--- config.mk ---
export PLATFORM = sky130hd
export DESIGN_NAME = ultrasonic_ranger_brightness
export DESIGN_NICKNAME = d
export VERILOG_FILES = /design/src/sv/urb_pkg.sv /design/src/sv/ultrasonic_ranger_brightness.sv /design/src/sv/urb_cfg.sv /design/src/sv/urb_dist.sv
export SDC_FILE = /design/constraint.sdc
export NUM_CORES = 1
export LEC_CHECK = 0
export BUFFER_PORTS_ARGS = -buffer_cell sky130_fd_sc_hd__clkbuf_2
export CELL_PAD_IN_SITES_DETAIL_PLACEMENT = 1
export CELL_PAD_IN_SITES_GLOBAL_PLACEMENT = 1
export CORE_MARGIN = 4
export CORE_UTILIZATION = 40
export DETAILED_ROUTE_END_ITERATION = 8
export GPL_ROUTABILITY_DRIVEN = 0
export PLACE_DENSITY_LB_ADDON = 0.1
export SLEW_MARGIN = 20
export SYNTH_ARGS = -nofsm -noshare
export SYNTH_HDL_FRONTEND = slang
export SYNTH_SLANG_ARGS = --single-unit
--- constraint.sdc ---
create_clock -name i_clk -period 23.1 [get_ports i_clk]
set_input_delay 1.155 -clock i_clk [delete_from_list [all_inputs] [get_ports i_clk]]
set_output_delay 1.155 -clock i_clk [all_outputs]
set_load 0.01 [all_outputs]
--- src/sv/urb_pkg.sv ---
// Shared types, register codes and constants of the ultrasonic ranger.
package urb_pkg;

    localparam int TRIG_W      = 8;
    localparam int LIMIT_W     = 16;
    localparam int BLINK_W     = 4;
    localparam int DIST_W      = 9;
    localparam int DUTY_W      = 8;
    localparam int CFG_INDEX_W = 3;
    localparam int CFG_DATA_W  = 16;

    // register indexes of the configuration port
    localparam logic [CFG_INDEX_W-1:0] CFG_TRIG_LOW  = 3'd0;
    localparam logic [CFG_INDEX_W-1:0] CFG_TRIG_HIGH = 3'd1;
    localparam logic [CFG_INDEX_W-1:0] CFG_ECHO_WAIT = 3'd2;
    localparam logic [CFG_INDEX_W-1:0] CFG_ECHO_MAX  = 3'd3;
    localparam logic [CFG_INDEX_W-1:0] CFG_BLINK     = 3'd4;

    localparam logic [TRIG_W-1:0]  RST_TRIG_LOW  = 8'd4;
    localparam logic [TRIG_W-1:0]  RST_TRIG_HIGH = 8'd20;
    localparam logic [LIMIT_W-1:0] RST_ECHO_WAIT = 16'd65535;
    localparam logic [LIMIT_W-1:0] RST_ECHO_MAX  = 16'd46400;
    localparam logic [BLINK_W-1:0] RST_BLINK     = 4'd8;

    // input actions
    localparam logic [1:0] ACT_TICK  = 2'd0;
    localparam logic [1:0] ACT_START = 2'd1;
    localparam logic [1:0] ACT_SLOW  = 2'd2;

    // distance = floor(ticks * 343 / 40000) = (ticks * DIST_RECIP) >> DIST_SHIFT,
    // exact for every tick count below DIST_SAT_TICKS
    localparam int                DIST_SHIFT     = 32;
    localparam int                DIST_RECIP_W   = 26;
    localparam logic [25:0]       DIST_RECIP     = 26'd36829345;
    localparam logic [LIMIT_W-1:0] DIST_SAT_TICKS = 16'd59709;
    localparam logic [DIST_W-1:0] DIST_MAX       = 9'd511;

    localparam logic [DIST_W-1:0] NEAR_CM = 9'd12;
    localparam logic [DIST_W-1:0] FAR_CM  = 9'd46;
    localparam logic [DUTY_W-1:0] DUTY_NEAR = 8'd255;
    localparam logic [DUTY_W-1:0] DUTY_FAR  = 8'd26;

    localparam logic [BLINK_W-1:0] SLOW_MAX = 4'd15;

    localparam int DUTY_LUT_DEPTH = 64;

    typedef logic [DUTY_LUT_DEPTH-1:0][DUTY_W-1:0] t_duty_lut;

    typedef struct packed {
        logic [TRIG_W-1:0]  trig_low;
        logic [TRIG_W-1:0]  trig_high;
        logic [LIMIT_W-1:0] echo_wait;
        logic [LIMIT_W-1:0] echo_max;
        logic [BLINK_W-1:0] blink;
    } t_cfg;

    function automatic t_duty_lut duty_lut_build();
        t_duty_lut lut;
        for (int d = 0; d < DUTY_LUT_DEPTH; d++) begin
            if (d >= int'(FAR_CM)) begin
                lut[d] = DUTY_FAR;
            end else if (d <= int'(NEAR_CM)) begin
                lut[d] = DUTY_NEAR;
            end else begin
                lut[d] = DUTY_W'(255 - ((d - 12) * 229 + 33) / 34);
            end
        end
        return lut;
    endfunction

    localparam t_duty_lut DUTY_LUT = duty_lut_build();

endpackage

--- src/sv/ultrasonic_ranger_brightness.sv ---
// Top level of the ultrasonic ranger with distance-driven LED brightness.
//
// One beat in, one beat out: every accepted action (timer tick, start, slow
// overflow tick) yields exactly one result beat with the trigger level, busy
// and done flags, the last distance, the LED duty and the blink LED level.
// The block accepts one beat per clock while the result beat is not stalled; a
// beat passes an input register and is then resolved against the measurement
// state into the registered result beat. A stalled result beat holds the
// measurement state; the input register then takes one more beat before the
// input stalls. The path that sets the clock is the tick increment, the echo
// width to distance multiply (16 x 26 bits) and the duty lookup. COUNT_WIDTH
// sets the width of the phase tick counter.
module ultrasonic_ranger_brightness
    import urb_pkg::*;
#(
    parameter int COUNT_WIDTH = 16
) (
    input  logic                   i_clk,
    input  logic                   i_rst_n,
    input  logic                   i_cfg_we,
    input  logic [CFG_INDEX_W-1:0] i_cfg_index,
    input  logic [CFG_DATA_W-1:0]  i_cfg_data,
    input  logic                   i_in_valid,
    output logic                   o_in_ready,
    input  logic [1:0]             i_action,
    input  logic                   i_echo_level,
    output logic                   o_out_valid,
    input  logic                   i_out_ready,
    output logic                   o_trigger_level,
    output logic                   o_busy_res,
    output logic                   o_done_res,
    output logic                   o_timed_out,
    output logic [DIST_W-1:0]      o_distance_cm,
    output logic [DUTY_W-1:0]      o_brightness,
    output logic                   o_blink_led
);

    localparam int CMPW = (COUNT_WIDTH > LIMIT_W) ? COUNT_WIDTH : LIMIT_W;
    localparam logic [COUNT_WIDTH-1:0] CNT_MAX = {COUNT_WIDTH{1'b1}};

    typedef enum logic [2:0] {
        PH_IDLE,
        PH_TRIG_LOW,
        PH_TRIG_HIGH,
        PH_WAIT_ECHO,
        PH_MEASURE
    } t_phase;

    t_cfg cfg;

    logic                   r_in_valid;
    logic [1:0]             r_in_action;
    logic                   r_in_echo;
    logic                   r_out_valid;
    logic                   r_done;
    t_phase                 r_phase,  n_phase;
    logic [COUNT_WIDTH-1:0] r_tick,   n_tick;
    logic [DIST_W-1:0]      r_dist,   n_dist;
    logic                   r_to,     n_to;
    logic [DUTY_W-1:0]      r_duty,   n_duty;
    logic [BLINK_W-1:0]     r_slow,   n_slow;
    logic                   r_blink,  n_blink;
    logic                   n_done;

    logic                   out_free;
    logic                   advance;
    logic [COUNT_WIDTH-1:0] bumped;
    logic                   fin;
    logic                   fin_timeout;
    logic [COUNT_WIDTH-1:0] fin_ticks;
    logic [DIST_W-1:0]      calc_dist;
    logic [DUTY_W-1:0]      calc_duty;

    urb_cfg u_cfg (
        .i_clk       (i_clk),
        .i_rst_n     (i_rst_n),
        .i_cfg_we    (i_cfg_we),
        .i_cfg_index (i_cfg_index),
        .i_cfg_data  (i_cfg_data),
        .o_cfg       (cfg)
    );

    urb_dist #(
        .COUNT_WIDTH (COUNT_WIDTH)
    ) u_dist (
        .i_ticks    (fin_ticks),
        .i_timeout  (fin_timeout),
        .o_distance (calc_dist),
        .o_duty     (calc_duty)
    );

    assign out_free   = !r_out_valid || i_out_ready;
    assign advance    = r_in_valid && out_free;
    assign o_in_ready = !r_in_valid || out_free;

    always_comb begin
        bumped      = (r_tick == CNT_MAX) ? r_tick : r_tick + COUNT_WIDTH'(1);
        n_phase     = r_phase;
        n_tick      = r_tick;
        n_slow      = r_slow;
        fin         = 1'b0;
        fin_timeout = 1'b0;
        fin_ticks   = r_tick;

        case (r_in_action)
            ACT_START: begin
                if (r_phase == PH_IDLE) begin
                    n_phase = PH_TRIG_LOW;
                    n_tick  = '0;
                end
            end
            ACT_SLOW: begin
                if (r_slow < SLOW_MAX) begin
                    n_slow = r_slow + BLINK_W'(1);
                end
            end
            ACT_TICK: begin
                case (r_phase)
                    PH_IDLE: ;
                    PH_TRIG_LOW: begin
                        n_tick = bumped;
                        if (CMPW'(bumped) >= CMPW'(cfg.trig_low)) begin
                            n_phase = PH_TRIG_HIGH;
                            n_tick  = '0;
                        end
                    end
                    PH_TRIG_HIGH: begin
                        n_tick = bumped;
                        if (CMPW'(bumped) >= CMPW'(cfg.trig_high)) begin
                            n_phase = PH_WAIT_ECHO;
                            n_tick  = '0;
                        end
                    end
                    PH_WAIT_ECHO: begin
                        if (r_in_echo) begin
                            n_phase = PH_MEASURE;
                            n_tick  = '0;
                        end else begin
                            n_tick = bumped;
                            if (CMPW'(bumped) >= CMPW'(cfg.echo_wait)) begin
                                fin         = 1'b1;
                                fin_timeout = 1'b1;
                            end
                        end
                    end
                    PH_MEASURE: begin
                        if (r_in_echo) begin
                            n_tick    = bumped;
                            fin_ticks = bumped;
                            if (CMPW'(bumped) > CMPW'(cfg.echo_max) || bumped == CNT_MAX) begin
                                fin = 1'b1;
                            end
                        end else begin
                            fin = 1'b1;
                        end
                    end
                    default: n_phase = PH_IDLE;
                endcase
            end
            default: ;
        endcase

        n_dist  = r_dist;
        n_to    = r_to;
        n_duty  = r_duty;
        n_blink = r_blink;
        n_done  = fin;
        if (fin) begin
            n_dist  = calc_dist;
            n_to    = fin_timeout;
            n_duty  = calc_duty;
            n_phase = PH_IDLE;
            n_tick  = '0;
            if (calc_dist < NEAR_CM || calc_dist > FAR_CM) begin
                // out of range: toggle once enough slow ticks have gathered
                if (r_slow >= cfg.blink) begin
                    n_blink = !r_blink;
                    n_slow  = '0;
                end
            end else begin
                n_blink = 1'b1;
                n_slow  = '0;
            end
        end
    end

    always_ff @(posedge i_clk) begin
        if (!i_rst_n) begin
            r_in_valid  <= 1'b0;
            r_out_valid <= 1'b0;
            r_done      <= 1'b0;
            r_phase     <= PH_IDLE;
            r_tick      <= '0;
            r_dist      <= '0;
            r_to        <= 1'b0;
            r_duty      <= '0;
            r_slow      <= '0;
            r_blink     <= 1'b0;
        end else begin
            if (o_in_ready) begin
                r_in_valid  <= i_in_valid;
                r_in_action <= i_action;
                r_in_echo   <= i_echo_level;
            end
            if (out_free) begin
                r_out_valid <= r_in_valid;
            end
            // hold all measurement state while the result beat is stalled
            if (advance) begin
                r_done  <= n_done;
                r_phase <= n_phase;
                r_tick  <= n_tick;
                r_dist  <= n_dist;
                r_to    <= n_to;
                r_duty  <= n_duty;
                r_slow  <= n_slow;
                r_blink <= n_blink;
            end
        end
    end

    assign o_out_valid     = r_out_valid;
    assign o_trigger_level = (r_phase == PH_TRIG_HIGH);
    assign o_busy_res      = (r_phase != PH_IDLE);
    assign o_done_res      = r_done;
    assign o_timed_out     = r_to;
    assign o_distance_cm   = r_dist;
    assign o_brightness    = r_duty;
    assign o_blink_led     = r_blink;

    a_done_idle: assert property (@(posedge i_clk) disable iff (!i_rst_n)
        o_out_valid && o_done_res |-> !o_busy_res && r_tick == '0)
        else $error("completed measurement left the ranger busy");

    a_trig_busy: assert property (@(posedge i_clk) disable iff (!i_rst_n)
        o_trigger_level |-> o_busy_res)
        else $error("trigger driven high outside a measurement");

    a_timeout_dist: assert property (@(posedge i_clk) disable iff (!i_rst_n)
        o_timed_out |-> o_distance_cm == '0 && o_brightness == DUTY_NEAR)
        else $error("timeout reported with a nonzero distance");

    a_stall_hold: assert property (@(posedge i_clk) disable iff (!i_rst_n)
        r_out_valid && !i_out_ready |=> $stable(r_phase) && $stable(r_slow))
        else $error("measurement state moved while result beat stalled");

endmodule

--- src/sv/urb_cfg.sv ---
// Configuration register file of the ultrasonic ranger.
module urb_cfg
    import urb_pkg::*;
(
    input  logic                   i_clk,
    input  logic                   i_rst_n,
    input  logic                   i_cfg_we,
    input  logic [CFG_INDEX_W-1:0] i_cfg_index,
    input  logic [CFG_DATA_W-1:0]  i_cfg_data,
    output t_cfg                   o_cfg
);

    t_cfg r_cfg;

    always_ff @(posedge i_clk) begin
        if (!i_rst_n) begin
            r_cfg.trig_low  <= RST_TRIG_LOW;
            r_cfg.trig_high <= RST_TRIG_HIGH;
            r_cfg.echo_wait <= RST_ECHO_WAIT;
            r_cfg.echo_max  <= RST_ECHO_MAX;
            r_cfg.blink     <= RST_BLINK;
        end else if (i_cfg_we) begin
            case (i_cfg_index)
                CFG_TRIG_LOW:  r_cfg.trig_low  <= i_cfg_data[TRIG_W-1:0];
                CFG_TRIG_HIGH: r_cfg.trig_high <= i_cfg_data[TRIG_W-1:0];
                CFG_ECHO_WAIT: r_cfg.echo_wait <= i_cfg_data[LIMIT_W-1:0];
                CFG_ECHO_MAX:  r_cfg.echo_max  <= i_cfg_data[LIMIT_W-1:0];
                CFG_BLINK:     r_cfg.blink     <= i_cfg_data[BLINK_W-1:0];
                default: ;
            endcase
        end
    end

    assign o_cfg = r_cfg;

endmodule

--- src/sv/urb_dist.sv ---
// Echo width to distance and LED duty conversion.
module urb_dist
    import urb_pkg::*;
#(
    parameter int COUNT_WIDTH = 16
) (
    input  logic [COUNT_WIDTH-1:0] i_ticks,
    input  logic                   i_timeout,
    output logic [DIST_W-1:0]      o_distance,
    output logic [DUTY_W-1:0]      o_duty
);

    localparam int CMPW   = (COUNT_WIDTH > LIMIT_W) ? COUNT_WIDTH : LIMIT_W;
    localparam int PROD_W = LIMIT_W + DIST_RECIP_W;

    logic               sat;
    logic [LIMIT_W-1:0] ticks_clamped;
    logic [PROD_W-1:0]  prod;
    logic [DIST_W-1:0]  dist_cm;

    always_comb begin
        sat           = CMPW'(i_ticks) >= CMPW'(DIST_SAT_TICKS);
        ticks_clamped = sat ? '0 : LIMIT_W'(i_ticks);
        prod          = PROD_W'(ticks_clamped) * PROD_W'(DIST_RECIP);
        if (i_timeout) begin
            dist_cm = '0;
        end else if (sat) begin
            dist_cm = DIST_MAX;
        end else begin
            dist_cm = prod[DIST_SHIFT +: DIST_W];
        end
        // table covers the near and ramp zones; everything beyond it is far
        if (dist_cm < DIST_W'(DUTY_LUT_DEPTH)) begin
            o_duty = DUTY_LUT[dist_cm[$clog2(DUTY_LUT_DEPTH)-1:0]];
        end else begin
            o_duty = DUTY_FAR;
        end
        o_distance = dist_cm;
    end

endmodule

==> out/results.ini <==
[status]
outcome = completed

[timing]
setup_viol = 0
fin_hold_ws_ns = 0.4594
finalCriticalPeriod_ns = 12.22
hold_viol = 0
drv_slew = 0
skew_ns = 0.01559
fmax_ghz = 0.08183
worst_slack_ns = 10.88
tns_ns = 0
maxSlewHeadroom_pct = 27.37
rsz0062_at_grt = false
worstMarginPinSlew_ns = 1.062
fin_crit_sh_pct = 52.90

[setup_path]
slowest_delay_ns = 0.88
worstPathRequired_ns = 23.40
criticalPathCategory = flop to flop
crit_arrival_ns = 12.53
worstPathMaxFanout = 16
slowest_stage = or4_1
critPathLaunchType = flop
endpoint_kind = flop
crit_path_frequent_cell = inv_1

[cts]
htree_levels = 3
clock_latency_ns = 0.37
cts_buffer_depth = 2
cts_tree = yes
clockRootBuffer = clkbuf_16
path_clk_slew_ns = 0.08
cts_buffers = 9
post_cts_buffers = 0
cts_resized = 0
clock_sinks = 100
postCtsHoldBufs = 0

[layout]
fin_util_pct = 43.24
nets = 2022
syn2layout_area_growth_pct = 6.879
n_fill_cell = 3992
fin_area_sq_mm = 0.01446
drive_above_1_share_pct = 7.227
num_antenna_cells = 0

[synthesis]
syn_nets = 2019
synth.distinct_cells = 86
yosys-top-cells-area = ha_1 (20%), dfxtp_1 (14%), fa_1 (14%), inv_1 (7.3%), nand2_1 (4.6%)
synth_top_cell_by_area = ha_1
avgSynthCellArea_sq_um = 8.055
ys.flop_type = dfxtp_1
postSynthCellCount = 1680
async_flop_share_pct = 0
yosysMostFrequentCell = inv_1
synthTopCellsByCount = inv_1 (262), ha_1 (216), nand2_1 (166)
synth_top_area_share_pct = 19.97
synth_seq_cells = 100
synth_edf_count = 3
syn_area_sq_mm = 0.01353
ys.warnings.count = 0
ys_seq_area_share_pct = 15.02

[placement]
dpl_cell_area_sq_mm = 0.01416
pre_cts_slack_ns = 11.06
dp_hpwl_um = 36630
port_buffers = 50

[routing]
route.detailed.drc = 0
ant_nets = 0
vias = 12100
viasPerCell = 5.663
wl_per_cell_um = 21.03
routed_wl_um = 44930
drt_iter0_drc = 686
drt_pass1_iterations = 6

[global_route]
grt_max_degree = 56
antenna_found_initial = 0
grt_use_total_pct = 24.77
grt_pass1_vias = 12780
grt_pass1_wl_um = 72000
overflow = 0

[die]
num_io_pins = 51
die_width_um = 191.9
rows = 67
die_area_sq_mm = 0.03684
die-height_um = 191.9
core_sq_mm = 0.03345
start_util_pct = 40.46

[pwr]
leakage_nw = 7.259
peakVddDrop_uv = 42.25
powerDensity_mw_per_mm2 = 25.51

[run]
max_cap_viol_count = 0

[hold_path]
holdCritPathClass = flop to flop

cells by family (layout without fill, tap and decap cells):
group / after synthesis / after routing / synth area share (%)
buffers and inverters: 337 / 345 / 9.542
AND/OR/NAND/NOR: 498 / 498 / 18.69
multiplexers: 24 / 24 / 1.794
XOR/XNOR: 30 / 30 / 1.942
adder cells (fa/ha/maj): 312 / 312 / 34.17
AO/OA/AOI/OAI: 379 / 379 / 18.84
flip-flops: 100 / 100 / 15.02
final timing paths:
check | startpoint | end | slack [ns] | cells past startpoint
min | u_cfg.o_cfg[49]$_SDFFE_PN0P_ | u_cfg.o_cfg[49]$_SDFFE_PN0P_ | 0.46 | 2
min reg2reg | u_cfg.o_cfg[49]$_SDFFE_PN0P_ | u_cfg.o_cfg[49]$_SDFFE_PN0P_ | 0.46 | 2
max | r_tick[0]$_SDFFE_PN0P_ | o_brightness[3]$_SDFFE_PN0P_ | 10.88 | 35
max reg2reg | r_tick[0]$_SDFFE_PN0P_ | o_brightness[3]$_SDFFE_PN0P_ | 10.88 | 35
worst max-delay path: cells and delay by family (launching register included):
family | cells | cell delay [ns]
buffers and inverters | 6 | 0.66
AO/OA/AOI/OAI | 10 | 2.81
adder cells (fa/ha/maj) | 9 | 4.26
flip-flops | 1 | 0.67
XOR/XNOR | 1 | 0.39
AND/OR/NAND/NOR | 9 | 3.36
cell usage in the layout, fill, tap and decap left out, types with 9 or more instances in the layout:
cell	n
o211ai_1	36
clkbuf_16	9
nand2b_1	18
a21oi_1	114
xor2_1	15
clkbuf_2	50
o21ai_0	44
a21o_1	41
and2_1	17
o21bai_1	10
nand2_1	166
nor2_1	80
nor3_1	36
or2_2	14
nand4_1	33
xnor2_1	15
fa_1	96
nor4_1	9
dfxtp_1	97
ha_1	216
or3_1	18
a31oi_1	20
mux2i_1	22
and3_1	19
inv_1	262
buf_4	14
a211oi_1	10
nand3_1	43
per-layer routing:
metal	track usage (%)	wire, um
met1	32.97	20730
met2	43.07	21650
met3	2.326	1391
met4	6.575	1160
met5	0	0
sequential cells by signal, indices dropped and copies added, names as in the netlist, 2 cells and up:
signal,flops
u_cfg.o_cfg,52
r_slow,4
r_phase,3
o_brightness,8
r_in_action,2
o_distance_cm,9
r_tick,16
stage by stage:
stage	power [mW]	std cells
2_1_floorplan	0.1981	1680
3_3_place_gp	0.2076	2119
3_5_place_dp	0.2084	2119
4_1_cts	0.3734	2135
5_1_grt	0.3846	2136
6_report	0.3690	2136
layout make-up:
class	instances	area, sq um	area share, %
sequential	100	2032	14.05
timing repair buffer	65	360.3	2.492
clock buffer	10	229.0	1.583
clock inverter	6	68.82	0.4758
multi-input combinational	1243	10220	70.67
tap	448	560.5	3.876
inverter	264	991.0	6.852
power by group:
part	leakage (nW)	internal (mW)	switching, mW
Clock	0.146	0.0856	0.0791
Sequential	0.815	0.177	0.00288
Combinational	6.30	0.00868	0.0161
Total	7.26	0.271	0.0982
No activity file was read; power rests on OpenSTA's default activity.
